File: src/hw/rtl/lrpc_pkg.sv
// lrpc_pkg: shared types, register indexes and reset values for the line rover patrol controller
// no dependencies
`timescale 1ns / 1ps

package lrpc_pkg;

  localparam int TIME_BITS_DEFAULT = 32;

  localparam int NOW_W   = 32;
  localparam int ECHO_W  = 15;
  localparam int GUARD_W = 16;
  localparam int ZONE_W  = 4;
  localparam int CFG_W   = 16;
  localparam int CFG_IDX_W = 3;

  // input tdata layout
  localparam int IN_DATA_W = 56;
  localparam int IN_NOW_LSB    = 0;
  localparam int IN_LEFT_BIT   = 32;
  localparam int IN_CENTER_BIT = 33;
  localparam int IN_RIGHT_BIT  = 34;
  localparam int IN_START_BIT  = 35;
  localparam int IN_STOP_BIT   = 36;
  localparam int IN_MARKER_BIT = 37;
  localparam int IN_ECHO_LSB   = 38;

  // output tdata layout
  localparam int OUT_DATA_W = 24;
  localparam int OUT_MODE_LSB    = 0;
  localparam int OUT_MLEFT_BIT   = 2;
  localparam int OUT_MRIGHT_BIT  = 3;
  localparam int OUT_LAMP_BIT    = 4;
  localparam int OUT_BUZZ_BIT    = 5;
  localparam int OUT_ACTION_LSB  = 6;
  localparam int OUT_ZONE_LSB    = 9;
  localparam int OUT_STROBE_BIT  = 13;
  localparam int OUT_PLANT_LSB   = 14;
  localparam int OUT_OBST_BIT    = 16;

  // register indexes
  localparam logic [CFG_IDX_W-1:0] REG_BUTTON_GUARD = 3'd0;
  localparam logic [CFG_IDX_W-1:0] REG_MARKER_GUARD = 3'd1;
  localparam logic [CFG_IDX_W-1:0] REG_ECHO_LIMIT   = 3'd2;
  localparam logic [CFG_IDX_W-1:0] REG_ZONE_TOTAL   = 3'd3;
  localparam logic [CFG_IDX_W-1:0] REG_INSPECT_ZONE = 3'd4;

  // register reset values
  localparam logic [GUARD_W-1:0] BUTTON_GUARD_RST = 16'd150;
  localparam logic [GUARD_W-1:0] MARKER_GUARD_RST = 16'd1500;
  localparam logic [ECHO_W-1:0]  ECHO_LIMIT_RST   = 15'd583;
  localparam logic [ZONE_W-1:0]  ZONE_TOTAL_RST   = 4'd3;
  localparam logic [ZONE_W-1:0]  INSPECT_ZONE_RST = 4'd2;

  // mode codes as seen on the output
  localparam logic [1:0] MODE_CODE_IDLE     = 2'd0;
  localparam logic [1:0] MODE_CODE_PATROL   = 2'd1;
  localparam logic [1:0] MODE_CODE_ZONE     = 2'd2;
  localparam logic [1:0] MODE_CODE_OBSTACLE = 2'd3;

  // action codes
  localparam logic [2:0] ACT_STOP    = 3'd0;
  localparam logic [2:0] ACT_FORWARD = 3'd1;
  localparam logic [2:0] ACT_LEFT    = 3'd2;
  localparam logic [2:0] ACT_RIGHT   = 3'd3;
  localparam logic [2:0] ACT_LOST    = 3'd4;
  localparam logic [2:0] ACT_CAPTURE = 3'd5;

  // plant status codes
  localparam logic [1:0] PLANT_UNKNOWN = 2'd0;
  localparam logic [1:0] PLANT_NORMAL  = 2'd1;
  localparam logic [1:0] PLANT_INSPECT = 2'd2;

  typedef struct packed {
    logic [NOW_W-1:0]  now_ms;
    logic              line_left;
    logic              line_center;
    logic              line_right;
    logic              start_press;
    logic              stop_press;
    logic              marker_seen;
    logic [ECHO_W-1:0] echo_us;
  } item_t;

  typedef struct packed {
    logic [GUARD_W-1:0] button_guard_ms;
    logic [GUARD_W-1:0] marker_guard_ms;
    logic [ECHO_W-1:0]  echo_limit_us;
    logic [ZONE_W-1:0]  zone_total;
    logic [ZONE_W-1:0]  inspect_zone;
  } cfg_t;

  typedef struct packed {
    logic [1:0]        mode;
    logic              motor_left;
    logic              motor_right;
    logic              status_lamp;
    logic              buzzer_on;
    logic [2:0]        action;
    logic [ZONE_W-1:0] zone_now;
    logic              capture_strobe;
    logic [1:0]        plant_status;
    logic              obstacle_flag;
  } result_t;

endpackage

File: src/hw/rtl/lrpc_cfg.sv
// lrpc_cfg: configuration register file, written through a plain write port
// depends on lrpc_pkg
`timescale 1ns / 1ps

module lrpc_cfg (
  input  logic                              clk,
  input  logic                              rst,
  input  logic                              cfg_wr_en,
  input  logic [lrpc_pkg::CFG_IDX_W-1:0]    cfg_index,
  input  logic [lrpc_pkg::CFG_W-1:0]        cfg_data,
  output lrpc_pkg::cfg_t                    cfg
);

  always_ff @(posedge clk) begin
    if (rst) begin
      cfg.button_guard_ms <= lrpc_pkg::BUTTON_GUARD_RST;
      cfg.marker_guard_ms <= lrpc_pkg::MARKER_GUARD_RST;
      cfg.echo_limit_us   <= lrpc_pkg::ECHO_LIMIT_RST;
      cfg.zone_total      <= lrpc_pkg::ZONE_TOTAL_RST;
      cfg.inspect_zone    <= lrpc_pkg::INSPECT_ZONE_RST;
    end else if (cfg_wr_en) begin
      unique case (cfg_index)
        lrpc_pkg::REG_BUTTON_GUARD: cfg.button_guard_ms <= cfg_data;
        lrpc_pkg::REG_MARKER_GUARD: cfg.marker_guard_ms <= cfg_data;
        lrpc_pkg::REG_ECHO_LIMIT:   cfg.echo_limit_us <= cfg_data[lrpc_pkg::ECHO_W-1:0];
        lrpc_pkg::REG_ZONE_TOTAL:   cfg.zone_total <= cfg_data[lrpc_pkg::ZONE_W-1:0];
        lrpc_pkg::REG_INSPECT_ZONE: cfg.inspect_zone <= cfg_data[lrpc_pkg::ZONE_W-1:0];
        default: ;
      endcase
    end
  end

endmodule

File: src/hw/rtl/lrpc_step.sv
// lrpc_step: per-tick control step, holds mode, debounce stamps, zone and plant state
// and registers the result of each tick; depends on lrpc_pkg
`timescale 1ns / 1ps

module lrpc_step #(
  parameter int TIME_BITS = lrpc_pkg::TIME_BITS_DEFAULT
) (
  input  logic                clk,
  input  logic                rst,
  input  logic                adv,
  input  lrpc_pkg::item_t     item,
  input  lrpc_pkg::cfg_t      cfg,
  output lrpc_pkg::result_t   result
);

  typedef enum logic [1:0] {
    IDLE     = 2'd0,
    PATROL   = 2'd1,
    ZONE     = 2'd2,
    OBSTACLE = 2'd3
  } mode_t;

  mode_t                            mode_reg, mode_next, mode_btn;
  logic [TIME_BITS-1:0]             btn_stamp, btn_stamp_next;
  logic [TIME_BITS-1:0]             mrk_stamp, mrk_stamp_next;
  logic [lrpc_pkg::ZONE_W-1:0]      zone_count, zone_count_next;
  logic [1:0]                       plant_reg, plant_next;
  logic                             lamp_reg, lamp_next, lamp_btn;

  logic [TIME_BITS-1:0]             now_t;
  logic [TIME_BITS-1:0]             btn_elapsed, mrk_elapsed;
  logic                             btn_ok, mrk_ok, obst;
  logic [lrpc_pkg::ZONE_W:0]        zone_inc;
  lrpc_pkg::result_t                result_next;

  assign now_t       = TIME_BITS'(item.now_ms);
  assign btn_elapsed = now_t - btn_stamp;
  assign mrk_elapsed = now_t - mrk_stamp;
  assign btn_ok      = btn_elapsed >= TIME_BITS'(cfg.button_guard_ms);
  assign mrk_ok      = item.marker_seen && (mrk_elapsed > TIME_BITS'(cfg.marker_guard_ms));
  assign obst        = (item.echo_us != '0) && (item.echo_us <= cfg.echo_limit_us);
  assign zone_inc    = {1'b0, zone_count} + 5'd1;

  always_comb begin
    mode_btn       = mode_reg;
    lamp_btn       = lamp_reg;
    btn_stamp_next = btn_stamp;
    mrk_stamp_next = mrk_stamp;
    zone_count_next = zone_count;
    plant_next     = plant_reg;
    result_next    = '0;
    result_next.action = lrpc_pkg::ACT_STOP;

    // buttons, stop wins
    if (btn_ok && item.stop_press) begin
      btn_stamp_next = now_t;
      mode_btn       = IDLE;
      lamp_btn       = 1'b0;
    end else if (btn_ok && item.start_press) begin
      btn_stamp_next = now_t;
      mode_btn       = PATROL;
      lamp_btn       = 1'b1;
    end

    mode_next = mode_btn;
    lamp_next = lamp_btn;
    if (obst && mode_btn == PATROL) begin
      mode_next = OBSTACLE;
    end

    unique case (mode_next)
      IDLE: begin
        lamp_next = 1'b0;
      end
      PATROL: begin
        lamp_next = 1'b1;
        priority if (item.line_center && !item.line_left && !item.line_right) begin
          result_next.motor_left  = 1'b1;
          result_next.motor_right = 1'b1;
          result_next.action      = lrpc_pkg::ACT_FORWARD;
        end else if (item.line_left && !item.line_center) begin
          result_next.motor_right = 1'b1;
          result_next.action      = lrpc_pkg::ACT_LEFT;
        end else if (item.line_right && !item.line_center) begin
          result_next.motor_left  = 1'b1;
          result_next.action      = lrpc_pkg::ACT_RIGHT;
        end else if (item.line_left && item.line_center && item.line_right) begin
          result_next.motor_left  = 1'b1;
          result_next.motor_right = 1'b1;
          result_next.action      = lrpc_pkg::ACT_FORWARD;
        end else begin
          result_next.action      = lrpc_pkg::ACT_LOST;
        end
        if (mrk_ok) begin
          mrk_stamp_next = now_t;
          if (zone_inc > {1'b0, cfg.zone_total}) begin
            zone_count_next = lrpc_pkg::ZONE_W'(1);
          end else begin
            zone_count_next = zone_inc[lrpc_pkg::ZONE_W-1:0];
          end
          mode_next = ZONE;
        end
      end
      ZONE: begin
        result_next.action         = lrpc_pkg::ACT_CAPTURE;
        result_next.capture_strobe = 1'b1;
        plant_next = (zone_count == cfg.inspect_zone) ? lrpc_pkg::PLANT_INSPECT
                                                      : lrpc_pkg::PLANT_NORMAL;
        mode_next  = PATROL;
      end
      OBSTACLE: begin
        lamp_next = 1'b1;
        if (obst) begin
          result_next.buzzer_on = 1'b1;
        end else begin
          mode_next = PATROL;
        end
      end
      default: ;
    endcase

    result_next.mode          = mode_next;
    result_next.status_lamp   = lamp_next;
    result_next.zone_now      = zone_count_next;
    result_next.plant_status  = plant_next;
    result_next.obstacle_flag = obst;
  end

  always_ff @(posedge clk) begin
    if (rst) begin
      mode_reg   <= IDLE;
      btn_stamp  <= '0;
      mrk_stamp  <= '0;
      zone_count <= '0;
      plant_reg  <= lrpc_pkg::PLANT_UNKNOWN;
      lamp_reg   <= 1'b0;
    end else if (adv) begin
      mode_reg   <= mode_next;
      btn_stamp  <= btn_stamp_next;
      mrk_stamp  <= mrk_stamp_next;
      zone_count <= zone_count_next;
      plant_reg  <= plant_next;
      lamp_reg   <= lamp_next;
    end
  end

  // result register, payload only
  always_ff @(posedge clk) begin
    if (adv) begin
      result <= result_next;
    end
  end

endmodule

File: src/hw/rtl/line_rover_patrol_controller_top.sv
// line_rover_patrol_controller_top: stream wrapper with input and result registers
// depends on lrpc_pkg, lrpc_cfg, lrpc_step
`timescale 1ns / 1ps

// One control tick per input transfer, one result transfer per tick. A new tick is
// taken every cycle while the result side keeps up: the input register and the result
// register form a two-stage pipeline, and the mode, debounce stamps and zone state are
// updated in the same cycle a tick moves from the input register into the result
// register. Time stamps are kept and compared modulo 2^TIME_BITS. Configuration writes
// are taken at any cycle and apply to ticks that reach the step logic afterwards.

module line_rover_patrol_controller_top #(
  parameter int TIME_BITS = lrpc_pkg::TIME_BITS_DEFAULT
) (
  input  logic                               clk,
  input  logic                               rst,
  // input stream
  input  logic                               s_tvalid,
  output logic                               s_tready,
  // now_ms[31:0], line_left, line_center, line_right, start_press, stop_press,
  // marker_seen, echo_us[14:0], zero pad
  input  logic [lrpc_pkg::IN_DATA_W-1:0]     s_tdata,
  // result stream
  output logic                               m_tvalid,
  input  logic                               m_tready,
  // mode[1:0], motor_left, motor_right, status_lamp, buzzer_on, action[2:0],
  // zone_now[3:0], capture_strobe, plant_status[1:0], obstacle_flag, zero pad
  output logic [lrpc_pkg::OUT_DATA_W-1:0]    m_tdata,
  // configuration write port
  input  logic                               cfg_wr_en,
  input  logic [lrpc_pkg::CFG_IDX_W-1:0]     cfg_index,
  input  logic [lrpc_pkg::CFG_W-1:0]         cfg_data
);

  lrpc_pkg::cfg_t     cfg;
  lrpc_pkg::item_t    in_item;
  lrpc_pkg::result_t  result;
  logic               in_valid;
  logic               adv;
  logic               s_xfer;

  assign adv      = in_valid && (!m_tvalid || m_tready);
  assign s_tready = !in_valid || adv;
  assign s_xfer   = s_tvalid && s_tready;

  always_ff @(posedge clk) begin
    if (rst) begin
      in_valid <= 1'b0;
      m_tvalid <= 1'b0;
    end else begin
      in_valid <= s_xfer || (in_valid && !adv);
      m_tvalid <= adv || (m_tvalid && !m_tready);
    end
  end

  always_ff @(posedge clk) begin
    if (s_xfer) begin
      in_item.now_ms      <= s_tdata[lrpc_pkg::IN_NOW_LSB +: lrpc_pkg::NOW_W];
      in_item.line_left   <= s_tdata[lrpc_pkg::IN_LEFT_BIT];
      in_item.line_center <= s_tdata[lrpc_pkg::IN_CENTER_BIT];
      in_item.line_right  <= s_tdata[lrpc_pkg::IN_RIGHT_BIT];
      in_item.start_press <= s_tdata[lrpc_pkg::IN_START_BIT];
      in_item.stop_press  <= s_tdata[lrpc_pkg::IN_STOP_BIT];
      in_item.marker_seen <= s_tdata[lrpc_pkg::IN_MARKER_BIT];
      in_item.echo_us     <= s_tdata[lrpc_pkg::IN_ECHO_LSB +: lrpc_pkg::ECHO_W];
    end
  end

  lrpc_cfg u_cfg (
    .clk       (clk),
    .rst       (rst),
    .cfg_wr_en (cfg_wr_en),
    .cfg_index (cfg_index),
    .cfg_data  (cfg_data),
    .cfg       (cfg)
  );

  lrpc_step #(
    .TIME_BITS (TIME_BITS)
  ) u_step (
    .clk    (clk),
    .rst    (rst),
    .adv    (adv),
    .item   (in_item),
    .cfg    (cfg),
    .result (result)
  );

  assign m_tdata = {7'd0,
                    result.obstacle_flag,
                    result.plant_status,
                    result.capture_strobe,
                    result.zone_now,
                    result.action,
                    result.buzzer_on,
                    result.status_lamp,
                    result.motor_right,
                    result.motor_left,
                    result.mode};

endmodule

File: config.mk
export PLATFORM = sky130hd
export DESIGN_NAME = line_rover_patrol_controller_top
export DESIGN_NICKNAME = d
export VERILOG_FILES = /design/src/hw/rtl/lrpc_pkg.sv /design/src/hw/rtl/lrpc_cfg.sv /design/src/hw/rtl/lrpc_step.sv /design/src/hw/rtl/line_rover_patrol_controller_top.sv
export SDC_FILE = /design/constraint.sdc
export NUM_CORES = 1
export LEC_CHECK = 0
export BUFFER_PORTS_ARGS = -buffer_cell sky130_fd_sc_hd__buf_2
export CORE_MARGIN = 2
export CORE_UTILIZATION = 25
export CTS_BUF_LIST = sky130_fd_sc_hd__clkbuf_4 sky130_fd_sc_hd__clkbuf_8
export CTS_CLUSTER_DIAMETER = 60
export DETAILED_ROUTE_END_ITERATION = 7
export GPL_TIMING_DRIVEN = 0
export SETUP_SLACK_MARGIN = 0.4
export SYNTH_ARGS = -nofsm -noshare
export SYNTH_HDL_FRONTEND = slang
export SYNTH_SLANG_ARGS = --single-unit
export TNS_END_PERCENT = 10
File: constraint.sdc
create_clock -name clk -period 6.5 [get_ports clk]
set_input_delay 0 -clock clk [delete_from_list [all_inputs] [get_ports clk]]
set_output_delay 0 -clock clk [all_outputs]
set_load 0.03 [all_outputs]
==> metrics.txt, run 1 <==
outcome=completed; die area=53300 um2; Num CTS Buffers=17; largest net degree at the start of global routing=54; Final Util=30.9%; crit path launch=in_item[21]; Area Overhead vs Synth=22.8%; Mapped Avg Cell Area=8.74 um2; Final period util=about nine tenths; Netlist Area Pre-Place=12900 um2; final setup vio count=0; multi-input gate area in the final layout=7560 um2; fin. max-slew vios=0; layout cells sized above 1=between 10% and 20%; sequential share of the synthesized area=36.6%; floorplan row count=83; Die Y=between 200 and 250 um; final worst path period need=between 5000 and 6000 ps; Arr. time, crit path=6280 ps; Startpoint Class=flip-flop; final wirelength=36400 um; reg2reg start=in_item[21]; EDFF count, synth=70; Biggest register=u_cfg.cfg; global-route wire length before repair=between 50000 and 60000 um; Worst-Skew Late Latency=~530 ps; R2R Path End=u_step.mrk_stamp[17]; RSZ-0062 raised after global routing=true; n_diodes=0; CP endpoint=u_step.mrk_stamp[17]; CTS tree=built; VDD IR-drop max=0.000121 V; DR DRC count=0; CP Data Required Time=6910 ps; initial antenna violation count=0; Hold WC Path Type=in -> reg; Via Count=11200; drt first pass iters=5; CP Capture Type=flip-flop; post-synthesis async set-or-reset flop share=0%; Fmax=170 MHz; H-tree depth=4; Register Area=around 4700 um2; Max stage delay on crit path=530 ps; CP max stage cell=or4_4; clk sinks=200; Ys Warns=0; cells after synthesis=1470; slew margin rel.=36.3%; kind of critical path=reg -> reg; DR WL/cell=15.3 um; PD cells=between 150 and 200 nW/um2; max reg flops=55; initial core utilization=approximately 25%; Layout Nets=1891; Largest regs=u_cfg.cfg (55), in_item (53); clk buf depth=2; core area=between 50000 and 60000 um2; max-cap violations=0; Leak=0.00605 uW; Main synth FF type=dfxtp_1; Worst-path clk slew=110 ps; gr usage total=13.7%; vias in the first global route=10900; DR vias/cell=4.70; reg2reg path depth=28; die extent in x=231 um; worst slew pin tran=931 ps; post-route antenna net violation count=0; reg2reg setup slack=620 ps; gr ovfl total=0; Final Power=2940 uW; Yosys cell types=82; DPL Wire Length=28300 um; crit-path max FO=10; Port Buffers=94; Fillers=5381; Seq cells post-synth=200; CTS Root Cell=clkbuf_8; DRT iter0 DRCs=629; final hold violations=0; Ports=106; gp weighted congestion=roughly 0.85; Max Clock Skew=15.6 ps
==> stage by stage <==
stage	setup TNS [ps]	cells	worst slack (ps)	hold slack, ps	area, um2
2_1_floorplan	0	1476	606	98.9	12900
3_3_place_gp	-28720	2250	-751	178	14200
6_report	0	2383	624	101	15800
3_5_place_dp	-30610	2250	-782	178	14200
5_1_grt	0	2383	360	139	15800
4_1_cts	0	2378	421	49.9	15700
==> metal layers <==
metal / GRT usage, % / vias up / wire, um
met1: 17.5 / 5341 / 17000
met5: 0 / - / 0
met4: 5.85 / 0 / 1080
li1: - / 5643 / -
met3: 1.68 / 59 / 844
met2: 23.4 / 169 / 17500
==> Yosys cell counts, types with 7 or more instances <==
master / count / share of area [%]
o21bai_1: 7 / 0.41
nand4_1: 21 / 1.0
mux2i_1: 81 / 6.3
nor2_1: 162 / 4.7
clkbuf_1: 47 / 1.4
buf_4: 7 / 0.41
o21a_1: 18 / 1.1
o211ai_1: 11 / 0.64
a211o_1: 27 / 1.8
nor2b_1: 13 / 0.63
and3_1: 9 / 0.44
nand3_1: 26 / 1.0
mux2_2: 7 / 0.61
and2_1: 11 / 0.54
nand2b_1: 15 / 0.73
buf_2: 9 / 0.35
a21o_1: 39 / 2.3
nor4_1: 11 / 0.54
nand2_1: 138 / 4.0
dfxtp_1: 130 / 20
ha_1: 119 / 12
o21ai_0: 53 / 2.1
inv_1: 135 / 3.9
a31oi_1: 11 / 0.54
a211oi_1: 12 / 0.70
nor3_1: 15 / 0.58
xor2_1: 18 / 1.2
edfxtp_1: 70 / 16
xnor2_1: 31 / 2.1
a21oi_1: 116 / 4.5
==> kinds of logic (layout without fill, tap and decap cells) <==
group,count (synthesis),in the layout,synth area share [%]
buffers and inverters,200,427,6.19
muxes,88,88,6.92
AOI/OAI and AO/OA,355,355,18.6
adders and majority gates,121,121,11.9
DFF,200,200,36.6
xor gates and xnor gates,49,49,3.34
other,1,7,0.0292
and+or+nand+nor,456,456,16.4
==> area by class of cell <==
class | instances | area share [%]
Buffer | 65 | 2.16
Clock buffer | 17 | 1.48
Clock inverter | 15 | 0.998
Inverter | 135 | 3.21
Multi-Input combinational cell | 1076 | 47.9
Sequential cell | 200 | 29.8
Tap cell | 680 | 5.39
Timing Repair Buffer | 195 | 9.07
==> timing repair <==
| action | in CTS | in global routing |
|---|---|---|
| setup buffers | 18 | 5 |
| hold buffers | 78 | 0 |
| gates resized for setup | 30 | 27 |
| hold endpoints to repair | 111 | 0 |
| endpoints found under the setup margin | 57 | 50 |
| pin swaps | 11 | 12 |
| gates cloned | 0 | 0 |
==> cells in the final DEF (no fill, tap or decap), drive strengths merged, types with 39 or more instances in the layout <==
master	n
nor2	163
inv	145
nand2	138
buf	135
dfxtp	130
ha	119
a21oi	118
mux2i	81
dlygate4sd3	78
edfxtp	70
clkbuf	64
o21ai	55
a21o	39
==> power breakdown <==
group,switching [uW],internal [uW],total (uW)
Combinational,425,311,736
Clock,497,319,817
Sequential,37.1,1350,1380
Total,960,1980,2940
==> worst max-delay path: cells and delay by family (launching register included) <==
kind	cells	cell delay, ps
compound gates	8	1560
simple gates	8	1480
fa+ha+maj	4	1070
buf+inv	5	680
flops	1	390
mux	2	390
xor+xnor	1	180
==> worst min-delay path by stage <==
stage	slack [ps]	depth (start not counted)	start	endpoint
floorplan	100	0	s_tdata[38]	in_item[0]
global placement	180	1	s_tdata[42]	in_item[4]
detailed placement	180	1	s_tdata[46]	in_item[8]
CTS	50	5	cfg_wr_en	u_cfg.cfg[22]
global route	140	2	s_tdata[44]	in_item[6]
finish	100	5	cfg_wr_en	u_cfg.cfg[22]
Note: power is estimated with default switching activity, not from simulation.
==> inputs of run 2 (changes only) <==
--- a/config.mk
+++ b/config.mk
@@ -7,11 +7,13 @@
 export LEC_CHECK = 0
 export BUFFER_PORTS_ARGS = -buffer_cell sky130_fd_sc_hd__buf_2
 export CORE_MARGIN = 2
-export CORE_UTILIZATION = 25
+export CORE_UTILIZATION = 60
 export CTS_BUF_LIST = sky130_fd_sc_hd__clkbuf_4 sky130_fd_sc_hd__clkbuf_8
 export CTS_CLUSTER_DIAMETER = 60
 export DETAILED_ROUTE_END_ITERATION = 7
-export GPL_TIMING_DRIVEN = 0
+export GPL_TIMING_DRIVEN = 1
+export PLACE_DENSITY = 0.8
+export RECOVER_POWER = 100
 export SETUP_SLACK_MARGIN = 0.4
 export SYNTH_ARGS = -nofsm -noshare
 export SYNTH_HDL_FRONTEND = slang
==> metrics.txt, run 2 (synthesis results as in run 1) <==
Num CTS Buffers=17 (unchanged); fin. max-slew vios=188 (+188); Largest regs=u_cfg.cfg (55), in_item (53); Worst-path clk slew=120 ps (about the same); worst slew pin tran=3520 ps (+2590 ps); Ports=106 (unchanged); die area=22600 um2 (-58%); initial antenna violation count=0 (unchanged); Biggest register=u_cfg.cfg; kind of critical path=reg -> reg; gr ovfl total=0 (unchanged); violated checks=max-capacitance violations, max-slew violations; vias in the first global route=10500 (-3.7%); Arr. time, crit path=6250 ps (-30 ps); layout cells sized above 1=10.3% (-3.4 points); global-route wire length before repair=51700 um (-10%); Die Y=150 um (-35%); Register Area=4700 um2 (unchanged); outcome=finished with violations; final hold violations=0 (unchanged); max reg flops=55 (unchanged); DPL Wire Length=22700 um (-20%); CTS tree=built; RSZ-0062 raised after global routing=true; DR WL/cell=16.9 um (+11%); Hold WC Path Type=in -> reg; largest net degree at the start of global routing=79 (+46%); Fmax=166 MHz (-2.3%); Startpoint Class=flip-flop; gr usage total=28.8% (+15 points); most frequent cells in the layout=nor2_1 (161), nand2_1 (137), inv_1 (135), dfxtp_1 (130), ha_1 (116); VDD IR-drop max=0.000123 V (+1.3%); Layout Nets=1819 (-3.8%); Port Buffers=95 (+1.1%); commonest non-fill, non-tap cell in the layout=nor2_1; Worst-Skew Late Latency=500 ps (-30 ps); Area Overhead vs Synth=15.1%; Final Power=2950 uW (+0.40%); Fillers=1663 (-69%); Leak=0.00579 uW (-4.3%); post-route antenna net violation count=0 (unchanged); crit-path max FO=18 (+8); core area=21000 um2 (-59%); gp weighted congestion=0.929 (+9.3%); PD cells=199 nW/um2 (+7.1%); H-tree depth=4 (unchanged); clk buf depth=2 (unchanged); post-route setup TNS=0 ps (unchanged); final setup vio count=0 (unchanged); CTS Root Cell=clkbuf_8; CP Data Required Time=6730 ps (-180 ps); Final period util=92.6% (+2.2 points); initial core utilization=61.2% (+36 points); die extent in x=150 um (-35%); Via Count=11100 (-0.60%); DRT iter0 DRCs=693 (+10%); CP Capture Type=flip-flop; DR vias/cell=5.85 (+24%); drt first pass iters=6 (+1); Max Clock Skew=24.2 ps (+8.61 ps); slew margin rel.=-135% (-170 points); multi-input gate area in the final layout=7440 um2 (-1.6%); final worst path period need=6020 ps (+140 ps); clk sinks=200 (unchanged); max-cap violations=3 (+3); n_diodes=0 (unchanged); DR DRC count=0 (unchanged); final wirelength=32300 um (-11%); floorplan row count=53 (-36%)
-- run 2: changes by cell type in the layout (fill, tap and decap cells not counted), sizes merged --
cell,before,now
clkbuf,64,42
inv,145,142
bufinv,1,0
buf,135,90
clkinvlp,1,0
clkinv,3,8
dlygate4sd3,78,73
-- run 2: metal layers --
metal  share of wire [%]  vias to the layer above  global-route usage [%]
met5                   0                        -                       0
met4                 2.8                        0                    9.81
met3                 4.9                       52                    4.21
met2                  48                      339                    49.0
met1                  44                     5270                    37.4
li1                    -                     5484                       -
-- run 2: what timing repair did --
| item | in CTS | in global routing |
|---|---|---|
| setup endpoints to repair | 48 | 50 |
| cloned | 1 | 0 |
| endpoints found under the hold margin | 120 | 0 |
| resized for setup | 9 | 10 |
| buffers inserted | 7 | 2 |
| pin swaps | 9 | 12 |
| hold buffers | 73 | 0 |
-- run 2: layout make-up --
cell class | instances | share of cell area [%]
clock buffer | 17 | 1.58
clock inverter | 15 | 1.52
inverter | 135 | 3.42
multi-input combinational | 1076 | 50.3
sequential | 200 | 31.8
tap | 275 | 2.32
timing repair buffer | 188 | 9.11
-- run 2: metrics by stage --
stage / hold slack (ps) / utilization [%] / instances / area [um2] / setup slack, ps
floorplan: 98.9 / - / 1476 / 12900 / 606
global placement: 176 / 64.3 / 1791 / 13500 / 329
detailed placement: 178 / 64.3 / 1791 / 13500 / 145
CTS: 1.45 / 70.5 / 1904 / 14800 / 426
global route: 45.4 / 70.4 / 1906 / 14800 / 173
finish: 20.7 / 70.4 / 1906 / 14800 / 484
-- run 2: path summary, 6_finish.rpt --
kind                                    start              endpoint  slack, ps  depth (start not counted)
worst max-delay path              in_item[21]  u_step.mrk_stamp[10]        480                         27
worst min-delay path             cfg_index[0]          u_cfg.cfg[4]         20                          3
worst max register to register    in_item[21]  u_step.mrk_stamp[10]        480                         27
worst min register to register  u_cfg.cfg[34]         u_cfg.cfg[34]        460                          2
-- run 2: power by group --
part | internal [uW] | switching [uW] | leakage [uW]
clock | 316 | 561 | 0.000223
sequential | 1350 | 35.6 | 0.00173
combinational | 291 | 397 | 0.00383
-- run 2: worst max-delay path: stages, from the launching register on --
cell and delay (ps):
edfxtp_1 370, inv_1 70, ha_2 200, fa_2 410, nor2b_2 140, o31a_1 180
o21ai_1 110, o311ai_2 340, xor2_1 210, ha_1 290, a21oi_1 160, nand2_1 90
a221oi_2 220, o211ai_1 140, nor4b_2 240, o2111ai_1 180, or4_4 520, nor4_4 330
mux2_1 430, nor2_4 110, inv_1 90, ha_4 190, nand2_2 90, a211oi_4 50
buf_4 190, buf_12 150, mux2i_1 180, nor2_1 60
==> inputs of run 3 (changes only) <==
==> constraint.sdc (replaced) <==
create_clock -name clk -period 6.95 [get_ports clk]
set_input_delay 0 -clock clk [delete_from_list [all_inputs] [get_ports clk]]
set_output_delay 0 -clock clk [all_outputs]
set_load 0.03 [all_outputs]
==> metrics.txt, run 3 (synthesis results as in run 1) <==
max reg flops=55 (unchanged); WP depth=29 (+7.4%); CP max stage cell=or4_4; floorplan row count=53 (unchanged); reg2reg path depth=29 (+7.4%); Largest regs=u_cfg.cfg (55), in_item (53); DR vias/cell=5.82 (-0.49%); fin area=14800 um2 (about the same); CP endpoint=u_step.mrk_stamp[1]; most frequent cells in the layout=nor2_1 (161), nand2_1 (137), inv_1 (135), dfxtp_1 (130), ha_1 (118); family with the most delay on the worst path=simple AND/OR/NAND/NOR gates; Num CTS Buffers=17 (unchanged); Worst-Skew Late Latency=480 ps (-20 ps); clk sinks=200 (unchanged); Hold WC Path Type=in -> reg; Leak=0.00580 uW (+0.28%); Ports=106 (unchanged); Arr. time, crit path=6610 ps (+360 ps); Max Clock Skew=27.5 ps (+3.33 ps); Max stage delay on crit path=550 ps (+30 ps); final hold violations=0 (unchanged); clk buf depth=2 (unchanged); CP Capture Type=flip-flop; gr ovfl total=0 (unchanged); die extent in x=150 um (unchanged); Area Overhead vs Synth=15.1% (about the same); DR DRC count=0 (unchanged); CTS tree=built; CP Data Required Time=7160 ps (+430 ps); fin. max-slew vios=188 (unchanged); kind of critical path=reg -> reg; Fillers=1643 (-1.2%); Buf/Inv on CP=5 (+1); Die Y=150 um (unchanged); largest net degree at the start of global routing=88 (+11%); outcome=finished with violations; Worst-path clk slew=130 ps (about the same); reg2reg setup slack=550 ps (+60 ps); initial antenna violation count=1 (+1); Final period util=92.1% (-0.45 points); Port Buffers=95 (unchanged); final worst path period need=6400 ps (+385 ps); DRT iter0 DRCs=784 (+13%); post-route setup TNS=0 ps (unchanged); final setup vio count=0 (unchanged); gr usage total=28.5% (-0.32 points); PD cells=186 nW/um2 (-6.5%); DR WL/cell=17.0 um (+0.22%); Fmax=156 MHz (-6.0%); Placed Area=13500 um2 (-0.11%); violated checks=max-capacitance violations, max-slew violations; H-tree depth=4 (unchanged); Layout Nets=1818 (-0.055%); CTS Root Cell=clkbuf_8; gp weighted congestion=0.940 (+1.2%); core area=21000 um2 (unchanged); RSZ-0062 raised after global routing=false; slew margin rel.=-149% (-14 points); crit-path max FO=16 (-2); crit path launch=in_item[21]; final wirelength=32300 um (+0.22%); layout cells sized above 1=10.1% (-0.24 points); reg2reg start=in_item[21]; commonest non-fill, non-tap cell in the layout=nor2_1; drt first pass iters=6 (unchanged); Startpoint Class=flip-flop; worst slew pin tran=3730 ps (+208 ps); Via Count=11100 (-0.49%); R2R Path End=u_step.mrk_stamp[1]; die area=22600 um2 (unchanged); max-cap violations=3 (unchanged); Biggest register=u_cfg.cfg; VDD IR-drop max=0.000171 V (+39%); post-route antenna net violation count=0 (unchanged); DPL Wire Length=23200 um (+2.3%); global-route wire length before repair=51200 um (-0.91%); initial core utilization=61.2% (unchanged); vias in the first global route=10400 (-1.2%)
## run 3: worst register-to-register path, delay by kind of cell (launching register included)
| kind | cells | cell delay, ps |
|---|---|---|
| adder cells (fa/ha/maj) | 4 | 1000 |
| AO/OA/AOI/OAI | 7 | 1390 |
| AND/OR/NAND/NOR | 11 | 2140 |
| buffers and inverters | 5 | 790 |
| multiplexers | 1 | 240 |
| flip-flops | 1 | 430 |
| XOR/XNOR | 1 | 140 |
## run 3: power breakdown
group          switching, uW  leakage, uW  internal, uW
clock                    498     0.000219           321
sequential              33.0      0.00173          1260
combinational            371      0.00385           270
total                    902      0.00580          1850
## run 3: area by class of cell
type,count,area (um2),area share (%)
Clock buffer,17,234,1.58
Sequential cell,200,4700,31.8
Tap cell,275,344,2.33
Inverter,135,507,3.43
Clock inverter,15,211,1.43
Multi-Input combinational cell,1076,7440,50.3
Antenna cell,1,2.50,0.0169
Timing Repair Buffer,187,1340,9.09
## run 3: repair_timing
item	4_1_cts	5_1_grt
pin swaps	0	5
setup endpoints to repair	5	51
buffers inserted	0	8
hold endpoints to repair	137	0
gates cloned	0	1
resized for setup	2	10
hold buffers	75	0
## run 3: metal layers
metal,routed length (um),up-vias,track usage [%]
met5,0,-,0
met2,15500,308,48.3
met1,14300,5248,37.2
li1,-,5484,-
met4,894,0,8.82
met3,1660,50,4.64
## run 3: how the worst min path moves through the flow
stage	start	end	slack (ps)	cells after the start
floorplan	s_tdata[38]	in_item[0]	100	0
global placement	s_tdata[17]	in_item[38]	180	1
detailed placement	s_tdata[4]	in_item[25]	180	1
CTS	cfg_index[0]	u_cfg.cfg[4]	10	3
global route	cfg_index[0]	u_cfg.cfg[4]	50	3
finish	cfg_index[0]	u_cfg.cfg[4]	30	3
## run 3: through the flow
stage	power [uW]	cells	hold slack [ps]	setup WS, ps	util (%)
2_1_floorplan	1750	1476	98.9	1060	-
5_1_grt	2890	1906	54.3	191	70.4
3_3_place_gp	1890	1789	176	454	64.2
6_report	2750	1906	27.7	549	70.4
3_5_place_dp	1900	1789	178	340	64.2
4_1_cts	2750	1896	13.4	448	70.0
